==> src/rtl/core/lpmd_pkg.sv <==
// Shared types, constants and helpers for the length-prefixed message deframer.
`timescale 1ns / 1ps

package lpmd_pkg;

   localparam int HEADER_BYTES = 9;
   localparam int LENGTH_BITS  = 32;
   localparam int LEN_W        = 32;
   localparam int REMAIN_W     = 33;
   localparam int HCNT_W       = 4;
   localparam int BYTE_W       = 8;
   localparam int KIND_W       = 2;

   typedef logic [BYTE_W-1:0]   byte_type;
   typedef logic [LEN_W-1:0]    len_type;
   typedef logic [REMAIN_W-1:0] remain_type;
   typedef logic [HCNT_W-1:0]   hcnt_type;

   localparam len_type  MAX_PART_RESET = len_type'(1048576);
   localparam hcnt_type HDR_VERSION    = hcnt_type'(0);
   localparam hcnt_type HDR_CMD_LAST   = hcnt_type'(4);
   localparam hcnt_type HDR_LAST       = hcnt_type'(HEADER_BYTES - 1);

   typedef enum logic [KIND_W-1:0] {
      KIND_HEADER  = 2'd0,
      KIND_COMMAND = 2'd1,
      KIND_VALUE   = 2'd2
   } kind_type;

   typedef struct packed {
      logic     valid;
      byte_type rx_byte;
   } stage_type;

   typedef struct packed {
      logic       valid;
      byte_type   data_byte;
      kind_type   byte_kind;
      logic       message_end;
      logic       header_error;
      byte_type   version_tag;
      len_type    command_length;
      len_type    value_length;
      remain_type bytes_remaining;
   } result_type;

   function automatic logic length_too_big(input len_type len, input len_type limit);
      logic too_wide;
      too_wide = (LENGTH_BITS < LEN_W) ? ((len >> LENGTH_BITS) != '0) : 1'b0;
      return (len > limit) || too_wide;
   endfunction

endpackage

==> src/rtl/core/lpmd_req_if.sv <==
// Request channel interface: one received byte per request.
`timescale 1ns / 1ps

interface lpmd_req_if;
   logic                  valid;
   logic                  ready;
   lpmd_pkg::byte_type    rx_byte;

   modport source (output valid, output rx_byte, input ready);
   modport sink (input valid, input rx_byte, output ready);
endinterface

==> src/rtl/core/lpmd_rsp_if.sv <==
// Response channel interface: one tagged byte per response.
`timescale 1ns / 1ps

interface lpmd_rsp_if;
   logic                         valid;
   logic                         ready;
   lpmd_pkg::byte_type           data_byte;
   logic [lpmd_pkg::KIND_W-1:0]  byte_kind;
   logic                         message_end;
   logic                         header_error;
   lpmd_pkg::byte_type           version_tag;
   lpmd_pkg::len_type            command_length;
   lpmd_pkg::len_type            value_length;
   lpmd_pkg::remain_type         bytes_remaining;

   modport source (
      output valid, output data_byte, output byte_kind, output message_end,
      output header_error, output version_tag, output command_length,
      output value_length, output bytes_remaining, input ready
   );
   modport sink (
      input valid, input data_byte, input byte_kind, input message_end,
      input header_error, input version_tag, input command_length,
      input value_length, input bytes_remaining, output ready
   );
endinterface

==> src/rtl/core/length_prefixed_message_deframer_top.sv <==
// Top level of the length-prefixed message deframer.
//
//   channel      direction  contents
//   req_channel  in         rx_byte, one stream byte per request
//   rsp_channel  out        byte with region, end/error flags, header, remainder
//   csr_*        in         max_part_length write, no read-back
//
// One request in and one response out per cycle when neither side stalls.
// Each byte passes the input register, then the deframing logic into the
// response register; the header length check and body countdown settle there.
// Reset is synchronous; it clears both stages and returns to header search.
// A response stall backs up through the input register to req_channel.ready.
`timescale 1ns / 1ps

module length_prefixed_message_deframer_top (
   input  logic              clock,
   input  logic              reset,
   lpmd_req_if.sink          req_channel,
   lpmd_rsp_if.source        rsp_channel,
   input  logic              csr_write_enable,
   input  lpmd_pkg::len_type csr_write_data
);

   lpmd_pkg::stage_type  stage;
   lpmd_pkg::result_type result;
   logic                 advance;

   lpmd_in_stage u_in_stage (
      .clock   (clock),
      .reset   (reset),
      .req     (req_channel),
      .advance (advance),
      .stage   (stage)
   );

   lpmd_core u_core (
      .clock            (clock),
      .reset            (reset),
      .csr_write_enable (csr_write_enable),
      .csr_write_data   (csr_write_data),
      .stage            (stage),
      .advance          (advance),
      .result           (result)
   );

   lpmd_out_stage u_out_stage (
      .clock   (clock),
      .reset   (reset),
      .result  (result),
      .advance (advance),
      .rsp     (rsp_channel)
   );

endmodule

==> src/rtl/core/lpmd_in_stage.sv <==
// Input register stage: captures one request byte and holds it until processed.
`timescale 1ns / 1ps

module lpmd_in_stage (
   input  logic                clock,
   input  logic                reset,
   lpmd_req_if.sink            req,
   input  logic                advance,
   output lpmd_pkg::stage_type stage
);

   logic               valid_ff, valid_in;
   lpmd_pkg::byte_type byte_ff, byte_in;
   logic               take;

   assign req.ready = !valid_ff || advance;
   assign take      = req.valid && req.ready;

   always_comb begin
      valid_in = valid_ff;
      byte_in  = byte_ff;
      if (take) begin
         valid_in = 1'b1;
         byte_in  = req.rx_byte;
      end else if (advance) begin
         valid_in = 1'b0;
      end
   end

   always_ff @(posedge clock) begin
      if (reset) begin
         valid_ff <= 1'b0;
      end else begin
         valid_ff <= valid_in;
      end
      byte_ff <= byte_in;
   end

   assign stage.valid   = valid_ff;
   assign stage.rx_byte = byte_ff;

endmodule

==> src/rtl/core/lpmd_core.sv <==
// Deframing state: header assembly, length check, body counting and byte tagging.
`timescale 1ns / 1ps

module lpmd_core (
   input  logic                 clock,
   input  logic                 reset,
   input  logic                 csr_write_enable,
   input  lpmd_pkg::len_type    csr_write_data,
   input  lpmd_pkg::stage_type  stage,
   input  logic                 advance,
   output lpmd_pkg::result_type result
);

   logic                 in_body_ff, in_body_in;
   lpmd_pkg::hcnt_type   hcnt_ff, hcnt_in;
   lpmd_pkg::byte_type   ver_ff, ver_in;
   lpmd_pkg::len_type    cmd_ff, cmd_in;
   lpmd_pkg::len_type    val_ff, val_in;
   lpmd_pkg::remain_type remain_ff, remain_in;
   lpmd_pkg::len_type    max_ff, max_in;
   lpmd_pkg::remain_type total;
   logic                 too_big;

   always_comb begin
      in_body_in = in_body_ff;
      hcnt_in    = hcnt_ff;
      ver_in     = ver_ff;
      cmd_in     = cmd_ff;
      val_in     = val_ff;
      remain_in  = remain_ff;
      max_in     = csr_write_enable ? csr_write_data : max_ff;

      result                 = '0;
      result.valid           = stage.valid;
      result.data_byte       = stage.rx_byte;
      result.byte_kind       = lpmd_pkg::KIND_HEADER;

      total   = '0;
      too_big = 1'b0;

      if (in_body_ff) begin
         result.byte_kind      = (remain_ff > lpmd_pkg::remain_type'(val_ff))
                                 ? lpmd_pkg::KIND_COMMAND : lpmd_pkg::KIND_VALUE;
         result.version_tag    = ver_ff;
         result.command_length = cmd_ff;
         result.value_length   = val_ff;
         if (remain_ff == lpmd_pkg::remain_type'(1)) begin
            result.message_end = 1'b1;
            in_body_in         = 1'b0;
            hcnt_in            = '0;
            remain_in          = '0;
         end else begin
            result.bytes_remaining = remain_ff - lpmd_pkg::remain_type'(1);
            remain_in              = remain_ff - lpmd_pkg::remain_type'(1);
         end
      end else begin
         if (hcnt_ff == lpmd_pkg::HDR_VERSION) begin
            ver_in = stage.rx_byte;
         end else if (hcnt_ff <= lpmd_pkg::HDR_CMD_LAST) begin
            cmd_in = {cmd_ff[lpmd_pkg::LEN_W-lpmd_pkg::BYTE_W-1:0], stage.rx_byte};
         end else begin
            val_in = {val_ff[lpmd_pkg::LEN_W-lpmd_pkg::BYTE_W-1:0], stage.rx_byte};
         end
         total   = lpmd_pkg::remain_type'(cmd_in) + lpmd_pkg::remain_type'(val_in);
         too_big = lpmd_pkg::length_too_big(cmd_in, max_ff)
                   || lpmd_pkg::length_too_big(val_in, max_ff);
         if (hcnt_ff >= lpmd_pkg::HDR_LAST) begin
            result.version_tag    = ver_in;
            result.command_length = cmd_in;
            result.value_length   = val_in;
            hcnt_in               = '0;
            if (too_big) begin
               result.header_error = 1'b1;
            end else if (total == '0) begin
               result.message_end = 1'b1;
            end else begin
               in_body_in             = 1'b1;
               remain_in              = total;
               result.bytes_remaining = total;
            end
         end else begin
            hcnt_in                = hcnt_ff + lpmd_pkg::hcnt_type'(1);
            result.bytes_remaining = lpmd_pkg::remain_type'(lpmd_pkg::HDR_LAST - hcnt_ff);
         end
      end
   end

   always_ff @(posedge clock) begin
      if (reset) begin
         in_body_ff <= 1'b0;
         hcnt_ff    <= '0;
         ver_ff     <= '0;
         cmd_ff     <= '0;
         val_ff     <= '0;
         remain_ff  <= '0;
         max_ff     <= lpmd_pkg::MAX_PART_RESET;
      end else begin
         max_ff <= max_in;
         if (advance) begin
            in_body_ff <= in_body_in;
            hcnt_ff    <= hcnt_in;
            ver_ff     <= ver_in;
            cmd_ff     <= cmd_in;
            val_ff     <= val_in;
            remain_ff  <= remain_in;
         end
      end
   end

   a_end_err_exclusive: assert property (@(posedge clock) disable iff (reset)
      !(result.valid && result.message_end && result.header_error))
      else $error("message end and header error on one byte");

   a_body_header_idle: assert property (@(posedge clock) disable iff (reset)
      in_body_ff |-> (hcnt_ff == '0) && (remain_ff != '0))
      else $error("body state with header count or empty remainder");

   a_body_countdown: assert property (@(posedge clock) disable iff (reset)
      advance && in_body_ff && (remain_ff != lpmd_pkg::remain_type'(1))
      |=> in_body_ff && (remain_ff == $past(remain_ff) - lpmd_pkg::remain_type'(1)))
      else $error("body countdown slipped");

   a_end_leaves_body: assert property (@(posedge clock) disable iff (reset)
      advance && (result.message_end || result.header_error) |=> !in_body_ff)
      else $error("still in body after message end or header error");

endmodule

==> src/rtl/core/lpmd_out_stage.sv <==
// Response register stage: holds one tagged byte until the sink takes it.
`timescale 1ns / 1ps

module lpmd_out_stage (
   input  logic                 clock,
   input  logic                 reset,
   input  lpmd_pkg::result_type result,
   output logic                 advance,
   lpmd_rsp_if.source           rsp
);

   logic                 valid_ff, valid_in;
   lpmd_pkg::result_type data_ff, data_in;

   assign advance = result.valid && (!valid_ff || rsp.ready);

   always_comb begin
      valid_in = valid_ff;
      data_in  = data_ff;
      if (advance) begin
         valid_in = 1'b1;
         data_in  = result;
      end else if (rsp.ready) begin
         valid_in = 1'b0;
      end
   end

   always_ff @(posedge clock) begin
      if (reset) begin
         valid_ff <= 1'b0;
      end else begin
         valid_ff <= valid_in;
      end
      data_ff <= data_in;
   end

   assign rsp.valid           = valid_ff;
   assign rsp.data_byte       = data_ff.data_byte;
   assign rsp.byte_kind       = data_ff.byte_kind;
   assign rsp.message_end     = data_ff.message_end;
   assign rsp.header_error    = data_ff.header_error;
   assign rsp.version_tag     = data_ff.version_tag;
   assign rsp.command_length  = data_ff.command_length;
   assign rsp.value_length    = data_ff.value_length;
   assign rsp.bytes_remaining = data_ff.bytes_remaining;

endmodule

==> src/flat_wrapper.sv <==
// flat-port wrapper written by rule: the top's interface ports become plain ports
module length_prefixed_message_deframer_top_flat 
  (clock, reset, csr_write_enable, csr_write_data, req_channel_valid, req_channel_rx_byte, req_channel_ready, rsp_channel_valid, rsp_channel_data_byte, rsp_channel_byte_kind, rsp_channel_message_end, rsp_channel_header_error, rsp_channel_version_tag, rsp_channel_command_length, rsp_channel_value_length, rsp_channel_bytes_remaining, rsp_channel_ready);
  lpmd_req_if req_channel_i ();
  lpmd_rsp_if rsp_channel_i ();
  input  logic clock;
  input  logic reset;
  input  logic csr_write_enable;
  input  lpmd_pkg::len_type csr_write_data;
  input wire logic [$bits(req_channel_i.valid)-1:0] req_channel_valid;
  input wire logic [$bits(req_channel_i.rx_byte)-1:0] req_channel_rx_byte;
  output wire logic [$bits(req_channel_i.ready)-1:0] req_channel_ready;
  output wire logic [$bits(rsp_channel_i.valid)-1:0] rsp_channel_valid;
  output wire logic [$bits(rsp_channel_i.data_byte)-1:0] rsp_channel_data_byte;
  output wire logic [$bits(rsp_channel_i.byte_kind)-1:0] rsp_channel_byte_kind;
  output wire logic [$bits(rsp_channel_i.message_end)-1:0] rsp_channel_message_end;
  output wire logic [$bits(rsp_channel_i.header_error)-1:0] rsp_channel_header_error;
  output wire logic [$bits(rsp_channel_i.version_tag)-1:0] rsp_channel_version_tag;
  output wire logic [$bits(rsp_channel_i.command_length)-1:0] rsp_channel_command_length;
  output wire logic [$bits(rsp_channel_i.value_length)-1:0] rsp_channel_value_length;
  output wire logic [$bits(rsp_channel_i.bytes_remaining)-1:0] rsp_channel_bytes_remaining;
  input wire logic [$bits(rsp_channel_i.ready)-1:0] rsp_channel_ready;
  assign req_channel_i.valid = req_channel_valid;
  assign req_channel_i.rx_byte = req_channel_rx_byte;
  assign req_channel_ready = req_channel_i.ready;
  assign rsp_channel_valid = rsp_channel_i.valid;
  assign rsp_channel_data_byte = rsp_channel_i.data_byte;
  assign rsp_channel_byte_kind = rsp_channel_i.byte_kind;
  assign rsp_channel_message_end = rsp_channel_i.message_end;
  assign rsp_channel_header_error = rsp_channel_i.header_error;
  assign rsp_channel_version_tag = rsp_channel_i.version_tag;
  assign rsp_channel_command_length = rsp_channel_i.command_length;
  assign rsp_channel_value_length = rsp_channel_i.value_length;
  assign rsp_channel_bytes_remaining = rsp_channel_i.bytes_remaining;
  assign rsp_channel_i.ready = rsp_channel_ready;
  length_prefixed_message_deframer_top u_core (.clock(clock), .reset(reset), .req_channel(req_channel_i), .rsp_channel(rsp_channel_i), .csr_write_enable(csr_write_enable), .csr_write_data(csr_write_data));
endmodule
==> config.mk <==
export PLATFORM = sky130hd
export DESIGN_NAME = length_prefixed_message_deframer_top_flat
export DESIGN_NICKNAME = d
export VERILOG_FILES = /design/src/rtl/core/lpmd_pkg.sv /design/src/rtl/core/lpmd_req_if.sv /design/src/rtl/core/lpmd_rsp_if.sv /design/src/rtl/core/length_prefixed_message_deframer_top.sv /design/src/rtl/core/lpmd_in_stage.sv /design/src/rtl/core/lpmd_core.sv /design/src/rtl/core/lpmd_out_stage.sv /design/src/flat_wrapper.sv
export SDC_FILE = /design/constraint.sdc
export NUM_CORES = 1
export LEC_CHECK = 0
export BUFFER_PORTS_ARGS = -buffer_cell sky130_fd_sc_hd__clkbuf_2
export CORE_ASPECT_RATIO = 0.7
export CORE_MARGIN = 4
export CORE_UTILIZATION = 35
export DETAILED_ROUTE_END_ITERATION = 16
export SLEW_MARGIN = 20
export SYNTH_ARGS = -nofsm -noshare
export SYNTH_HDL_FRONTEND = slang
export SYNTH_SLANG_ARGS = --single-unit
==> constraint.sdc <==
create_clock -name clock -period 5.3 [get_ports clock]
set_clock_uncertainty 0.1 [all_clocks]
set_input_delay 0.53 -clock clock [delete_from_list [all_inputs] [get_ports clock]]
set_output_delay 0.53 -clock clock [all_outputs]
set_load 0.02 [all_outputs]
Word level (Yosys, flattened, before mapping) --
Cells that the tools add are included.
Storage, ports and cells: register bits after elaboration 269, bits of input ports 45, output and inout bits 119, word-level logic and storage cells 84
Operators by class: add/subtract/negate cells 4, $lt $le $gt $ge 5, eq/ne operators 4, muxes and demuxes 35, bitwise logic cells 2, reductions and logical operators 16
Operators by type and width (count):
- $mux 33 | 8
- $mux 32 | 6
- $mux 105 | 1
- $mux 74 | 1
- $gt 32x32->1 | 2
- $add 32x32->33 | 1
- $eq 33x1->1 const B | 1
- $gt 33x32->1 | 1
- $logic_not 33->1 | 1
- $sub 33x1->33 const B | 1
- $mux 1 | 14
- $mux 4 | 3
- $mux 8 | 1
- $reduce_bool 2->1 | 3
- $sub 4x4->5 const A | 1
- $add 4x1->4 const B | 1
- $ge 4x4->1 const B | 1
- $le 4x3->1 const B | 1
- $logic_not 4->1 | 1
- $ne 2x2->1 const B | 2
- $reduce_and 2->1 | 2
- $reduce_and 4->1 | 1
- $logic_or 1x1->1 | 3
- $logic_and 1x1->1 | 2
- 5 further kinds | 7

Logic depth before layout (Yosys ltp) --
word-level depth 10, gate-level depth with buffers 27

Modules after synthesis --
From an unflattened synthesis, not the netlist that was laid out.
Unflattened totals: cells, all modules 1810, area, all modules 17227.8 um^2
By module, submodules not included:
- lpmd_core | instances 1, cells each 1674, area each 13356.6 um^2, seq. area each 2842.7 um^2
- lpmd_out_stage | instances 1, cells each 122, area each 3568.4 um^2, seq. area each 3533.4 um^2
- lpmd_in_stage | instances 1, cells each 14, area each 302.8 um^2, seq. area each 260.2 um^2

Worst setup path after synthesis --
Ideal clock, no wire load.
path type input-to-reg, from in rsp_channel_ready, to reg u_core.u_core.ver_ff[7], setup time 0.128 ns, arrival time 5.340 ns, required time 5.072 ns, path slack -0.267 ns, stages 9, cell sequence nor2b_1 nand2b_1 clkbuf_1 clkinv_1 nand2_1 or4_1 clkbuf_1 mux2i_1 nor2_1
Between the ends: longest elaborated chain between the ends 3
Ends and longest elaborated chain:
- start, declared | RTL line flat_wrapper.sv:22 | input wire logic [$bits(rsp_channel_i.ready)-1:0] rsp_channel_ready;
- $logic_or 1x1->1 | RTL line lpmd_out_stage.sv:15 | assign advance = result.valid && (!valid_ff || rsp.ready);
- $logic_and 1x1->1 | RTL line lpmd_out_stage.sv:15
- named net u_core.advance | RTL line length_prefixed_message_deframer_top.sv:26 | logic advance;
- $reduce_and 2->1 (no source line)
- end signal, assigned | RTL line lpmd_core.sv:102 | ver_ff <= ver_in;
- end, declared | RTL line lpmd_core.sv:16 | lpmd_pkg::byte_type ver_ff, ver_in;
The timed path passes the listed nets, and every way through them passes these cells. A chain may end at the register's enable or synchronous reset.

Worst setup path in the final report --
from reg u_core.u_core.hcnt_ff[0], to reg u_core.u_core.remain_ff[20]
Between the ends: longest elaborated chain between the ends 9, elaborated cells between the ends (all ways) 22, classes of those cells add/sub (1); order compare (4); eq/ne (2); mux (10); reduce/logical (5)
Ends and longest elaborated chain:
- start, declared | RTL line lpmd_core.sv:15 | lpmd_pkg::hcnt_type hcnt_ff, hcnt_in;
- start signal, assigned | RTL line lpmd_core.sv:101 | hcnt_ff <= hcnt_in;
- branches (longest 9 deep; another with $add 32x32->33)
- end signal, assigned | RTL line lpmd_core.sv:105 | remain_ff <= remain_in;
- end, declared | RTL line lpmd_core.sv:19 | lpmd_pkg::remain_type remain_ff, remain_in;
Several ways; the timed one is not identified. The select of a mux whose other input is x is not followed.

==> run_results.csv <==
group,metric,value,unit
status,status,"completed",
layout,antenna_cells,0,
clocking,cts_tree,"built",
setup_path,crit_top_cell,"o21a_1",
worst_hold_path,hold_path_class,"primary input to flip-flop",
logic_synthesis,ys_seq_area_share,37.8,%
grt,grt_use_total,22.4,%
power,switchingPower,0.00177,W
route,ant_nets,0,
logic_synthesis,async_reset_ff_share,0,%
logic_synthesis,synthAdderAreaFrac,8.88,%
sta,fin_ws,97.5,ps
clocking,clk_pin_slew,70,ps
layout,seq_area,0.00664,mm²
setup_path,r2r_end,"u_core.u_core.remain_ff[20]",
setup_path,critPathCaptureType,"flip-flop",
placement,dp_cells,2816,
layout,area_growth,22.9,%
logic_synthesis,synth_top_family_by_area,"compound AO/OA/AOI/OAI gates",
grt,grt_max_degree,68,
layout,drive_gt1_share,23.1,%
logic_synthesis,synthCells,1949,
logic_synthesis,synth_area_leaders,"edfxtp_1 21%, dfxtp_1 16%, ha_1 8.4%",
logic_synthesis,synth_nets,2112,
grt,met1_usage,32.7,%
power,power.share.sequential,40.2,%
power,clock_power_share,37.3,%
flow_run,cap_violations,0,
logic_synthesis,synth_top_area_share,21.4,%
setup_path,crit_fanout,10,
placement,io_buffers,163,
die,row_count,68,
setup_path,path_class,"flip-flop to flip-flop",
logic_synthesis,yosys.area.top_type,"edfxtp_1",
layout,instances_no_fill,2894,
clocking,htreeDepth,1,
logic_synthesis,synth_ff_type,"dfxtp_1",
die,start_util,35.5,%
placement,place_congestion,0.977,
clocking,cts_inserted_buffers,29,
die,coreArea,0.0494,mm²
setup_path,regToRegSetupSlack,100,ps
power,peakVddDrop,0.218,mV
logic_synthesis,synth_common_cells,"223 x nor2_1, 144 x dfxtp_1, 132 x inv_1",
route,drt_wl_total,63.5,mm
logic_synthesis,synth-seq-cells,269,
die,pin_count,164,
clocking,numClockSinks,269,
power,power,0.00580,W
sta,hold_viol_final,0,
logic_synthesis,synth-simple-area-share,18.8,%
sta,fin_crit_sh,98.2,%
setup_path,critPathMaxStageDelay,530,ps
logic_synthesis,yosysWarnings,0,
route,drtIter0Drc,1593,
clocking,cts-root-buf,"clkbuf_16",
logic_synthesis,synth_area,0.0176,mm²
grt,antenna_found_initial,0,
clocking,insertion_delay,600,ps
sta,tightest_slew,1190,ps
logic_synthesis,synth_edf_count,125,
power,p_leak,9.28,nW
layout,nFillCells,4886,
route,dr.pass1.iters,6,
route,wl_per_cell,21.9,µm
die,die_x,276,µm
logic_synthesis,synth.most_common_cell,"nor2_1",
setup_path,start_kind,"flip-flop",
clocking,cts_buffer_depth,3,
placement,post-place-ws,-351,ps
sta,finalMaxSlewViolations,0,
logic_synthesis,synthXorXnorAreaFrac,3.42,%
power,p_int,0.00404,W
setup_path,cp_slowest_cell,"nor3_4",
layout,multi_input_area,0.0102,mm²
setup_path,cp-startpoint,"u_core.u_core.hcnt_ff[0]",
sta,final.min_clock_period,5200,ps
grt,grt_pass1_vias,15500,
grt,met3_usage,3.40,%
grt,grt_busiest_layer,"met2",
setup_path,reg2reg_depth,24,
die,dieHeight,195,µm
grt,grt.met2_usage,35.0,%
grt,grt_overflow,0,
route,drc,0,
sta,fmax,192,MHz
sta,slew_headroom,19.8,%
sta,setup_viol_count_final,0,
logic_synthesis,synth.distinct_cells,107,
logic_synthesis,avgSynthCellArea,9.01,µm²
power,power.density,269,mW/mm²
logic_synthesis,synthMuxAreaShare,3.37,%
setup_path,cp-endpoint,"u_core.u_core.remain_ff[20]",
power,swShare,30.5,%
power,combPwrFrac,22.4,%
die,die-area,0.0539,mm²
grt,grt_pass1_wl,94.4,mm
setup_path,r2r-start,"u_core.u_core.hcnt_ff[0]",
setup_path,crit_required,5720,ps
route,vias,16400,
logic_synthesis,synth_compound_area_share,21.5,%
placement,hpwl,48.0,mm
setup_path,arrival,5620,ps
setup_path,path_cells,"inv_2, ha_4, and2b_4, nor3_4, mux2i_1, buf_4, buf_4, ha_1, nor2b_1, o21a_1, o21a_1, o21a_1, o21a_1, o21a_1, o21a_1, o21bai_1, a31oi_2, nor3_2, o21a_1, o21ai_4, buf_4, clkbuf_16, or4_1, a41oi_1",
route,vias_per_cell,5.65,
layout,layout.nets,2369,
per-layer routing:
layer | share of wire (%) | up-vias
met4 | 2.5 | 0
met1 | 47 | 7896
met2 | 43 | 657
met3 | 7.5 | 94
li1 | - | 7706
met5 | 0 | -
cell type report:
type                    count  share of cell area, %
multi-input cells        1429                   47.4
flip-flops and latches    269                   30.8
repair buffers            340                   11.0
well taps                 665                   3.85
clock buffers              39                   3.68
inverters                 137                   2.39
clock inverters            15                  0.939
power by group through the flow:
| stage | Combinational (W) | Sequential (W) | Clock, W |
|---|---|---|---|
| detailed placement | 0.00122 | 0.00238 | 0 |
| CTS | 0.00123 | 0.00233 | 0.00222 |
| finish | 0.00130 | 0.00233 | 0.00217 |
| floorplan | 0.000733 | 0.00239 | 0 |
| global route | 0.00141 | 0.00234 | 0.00231 |
| global placement | 0.00120 | 0.00237 | 0 |
through the flow:
stage	util (%)	hold WS, ps	area [µm²]	setup TNS [ps]
after floorplan	-	347	17600	0
after global placement	40.2	361	19800	-135
after detailed placement	40.2	376	19800	-12660
after CTS	42.4	23.6	20900	0
after global routing	43.7	18.9	21600	-223
final	43.7	47.2	21600	0
critical path: cells and delay by family, from the launching register on:
| kind | cells | cell delay [ps] |
|---|---|---|
| adder cells (fa/ha/maj) | 2 | 290 |
| AND/OR/NAND/NOR | 5 | 1440 |
| flip-flops | 1 | 340 |
| buffers and inverters | 5 | 630 |
| AO/OA/AOI/OAI | 11 | 2050 |
| multiplexers | 1 | 290 |
kinds of logic after synthesis:
family                     Yosys count
buffers and inverters              251
and+or+nand+nor                    657
AOI/OAI and AO/OA                  521
muxes                               59
DFF                                269
xor gates and xnor gates            66
adders and majority gates          126
registers in the layout, indices dropped and copies added, names as in the netlist:
| name | flops |
|---|---|
| u_core.u_out_stage.rsp.value_length | 32 |
| u_core.u_core.in_body_ff | 1 |
| u_core.u_out_stage.rsp.command_length | 32 |
| u_core.u_core.max_ff | 32 |
| u_core.u_out_stage.rsp.data_byte | 8 |
| u_core.u_core.cmd_ff | 32 |
| u_core.u_out_stage.rsp.version_tag | 8 |
| u_core.u_core.remain_ff | 33 |
| u_core.u_in_stage.byte_ff | 8 |
| u_core.u_out_stage.rsp.byte_kind | 2 |
| u_core.u_out_stage.rsp.bytes_remaining | 33 |
| u_core.u_core.val_ff | 32 |
| u_core.u_in_stage.valid_ff | 1 |
| u_core.u_core.hcnt_ff | 4 |
| u_core.u_out_stage.rsp.message_end | 1 |
| u_core.u_out_stage.rsp.header_error | 1 |
| u_core.u_out_stage.rsp.valid | 1 |
| u_core.u_core.ver_ff | 8 |
worst min path at each step:
stage / from / endpoint / slack (ps) / cells after the start
6_report: req_channel_rx_byte[5] / u_core.u_in_stage.byte_ff[5] / 50 / 1
5_1_grt: req_channel_rx_byte[7] / u_core.u_in_stage.byte_ff[7] / 20 / 1
4_1_cts: req_channel_rx_byte[2] / u_core.u_in_stage.byte_ff[2] / 20 / 1
3_5_place_dp: u_core.u_core.ver_ff[4] / u_core.u_core.ver_ff[4] / 380 / 2
3_3_place_gp: u_core.u_core.ver_ff[1] / u_core.u_core.ver_ff[1] / 360 / 2
2_1_floorplan: u_core.u_core.ver_ff[1] / u_core.u_core.ver_ff[1] / 350 / 2
repair_timing:
action | in CTS | in global routing
setup buffers | 0 | 21
setup endpoints to repair | 53 | 66
gates resized for setup | 10 | 88
hold buffers | 0 | 0
hold endpoints to repair | 0 | 0
pin swaps | 1 | 28
cloned | 1 | 3
layout by cell type, fill, tap and decap left out, drive strengths merged, types with 6 or more instances in the layout:
master and instances:
a21o 46, a21oi 86, inv 141, xnor2 46, nor4 17, o31ai 24
a31oi 20, nor2 224, buf 176, or3 14, or4 9, o21a 23
o21ai 77, nor2b 45, mux2i 58, or2 8, and3 10, nand2 116
a211o 7, xor2 20, a221o 6, a221oi 9, o22ai 46, nand3 47
and2 25, o221ai 25, nand2b 22, clkbuf 203, dfxtp 144, edfxtp 125
a211oi 62, o211ai 17, maj3 8, nand4 52, ha 118, nor3 49
a22oi 14
Note: power is estimated with default switching activity, not from simulation.
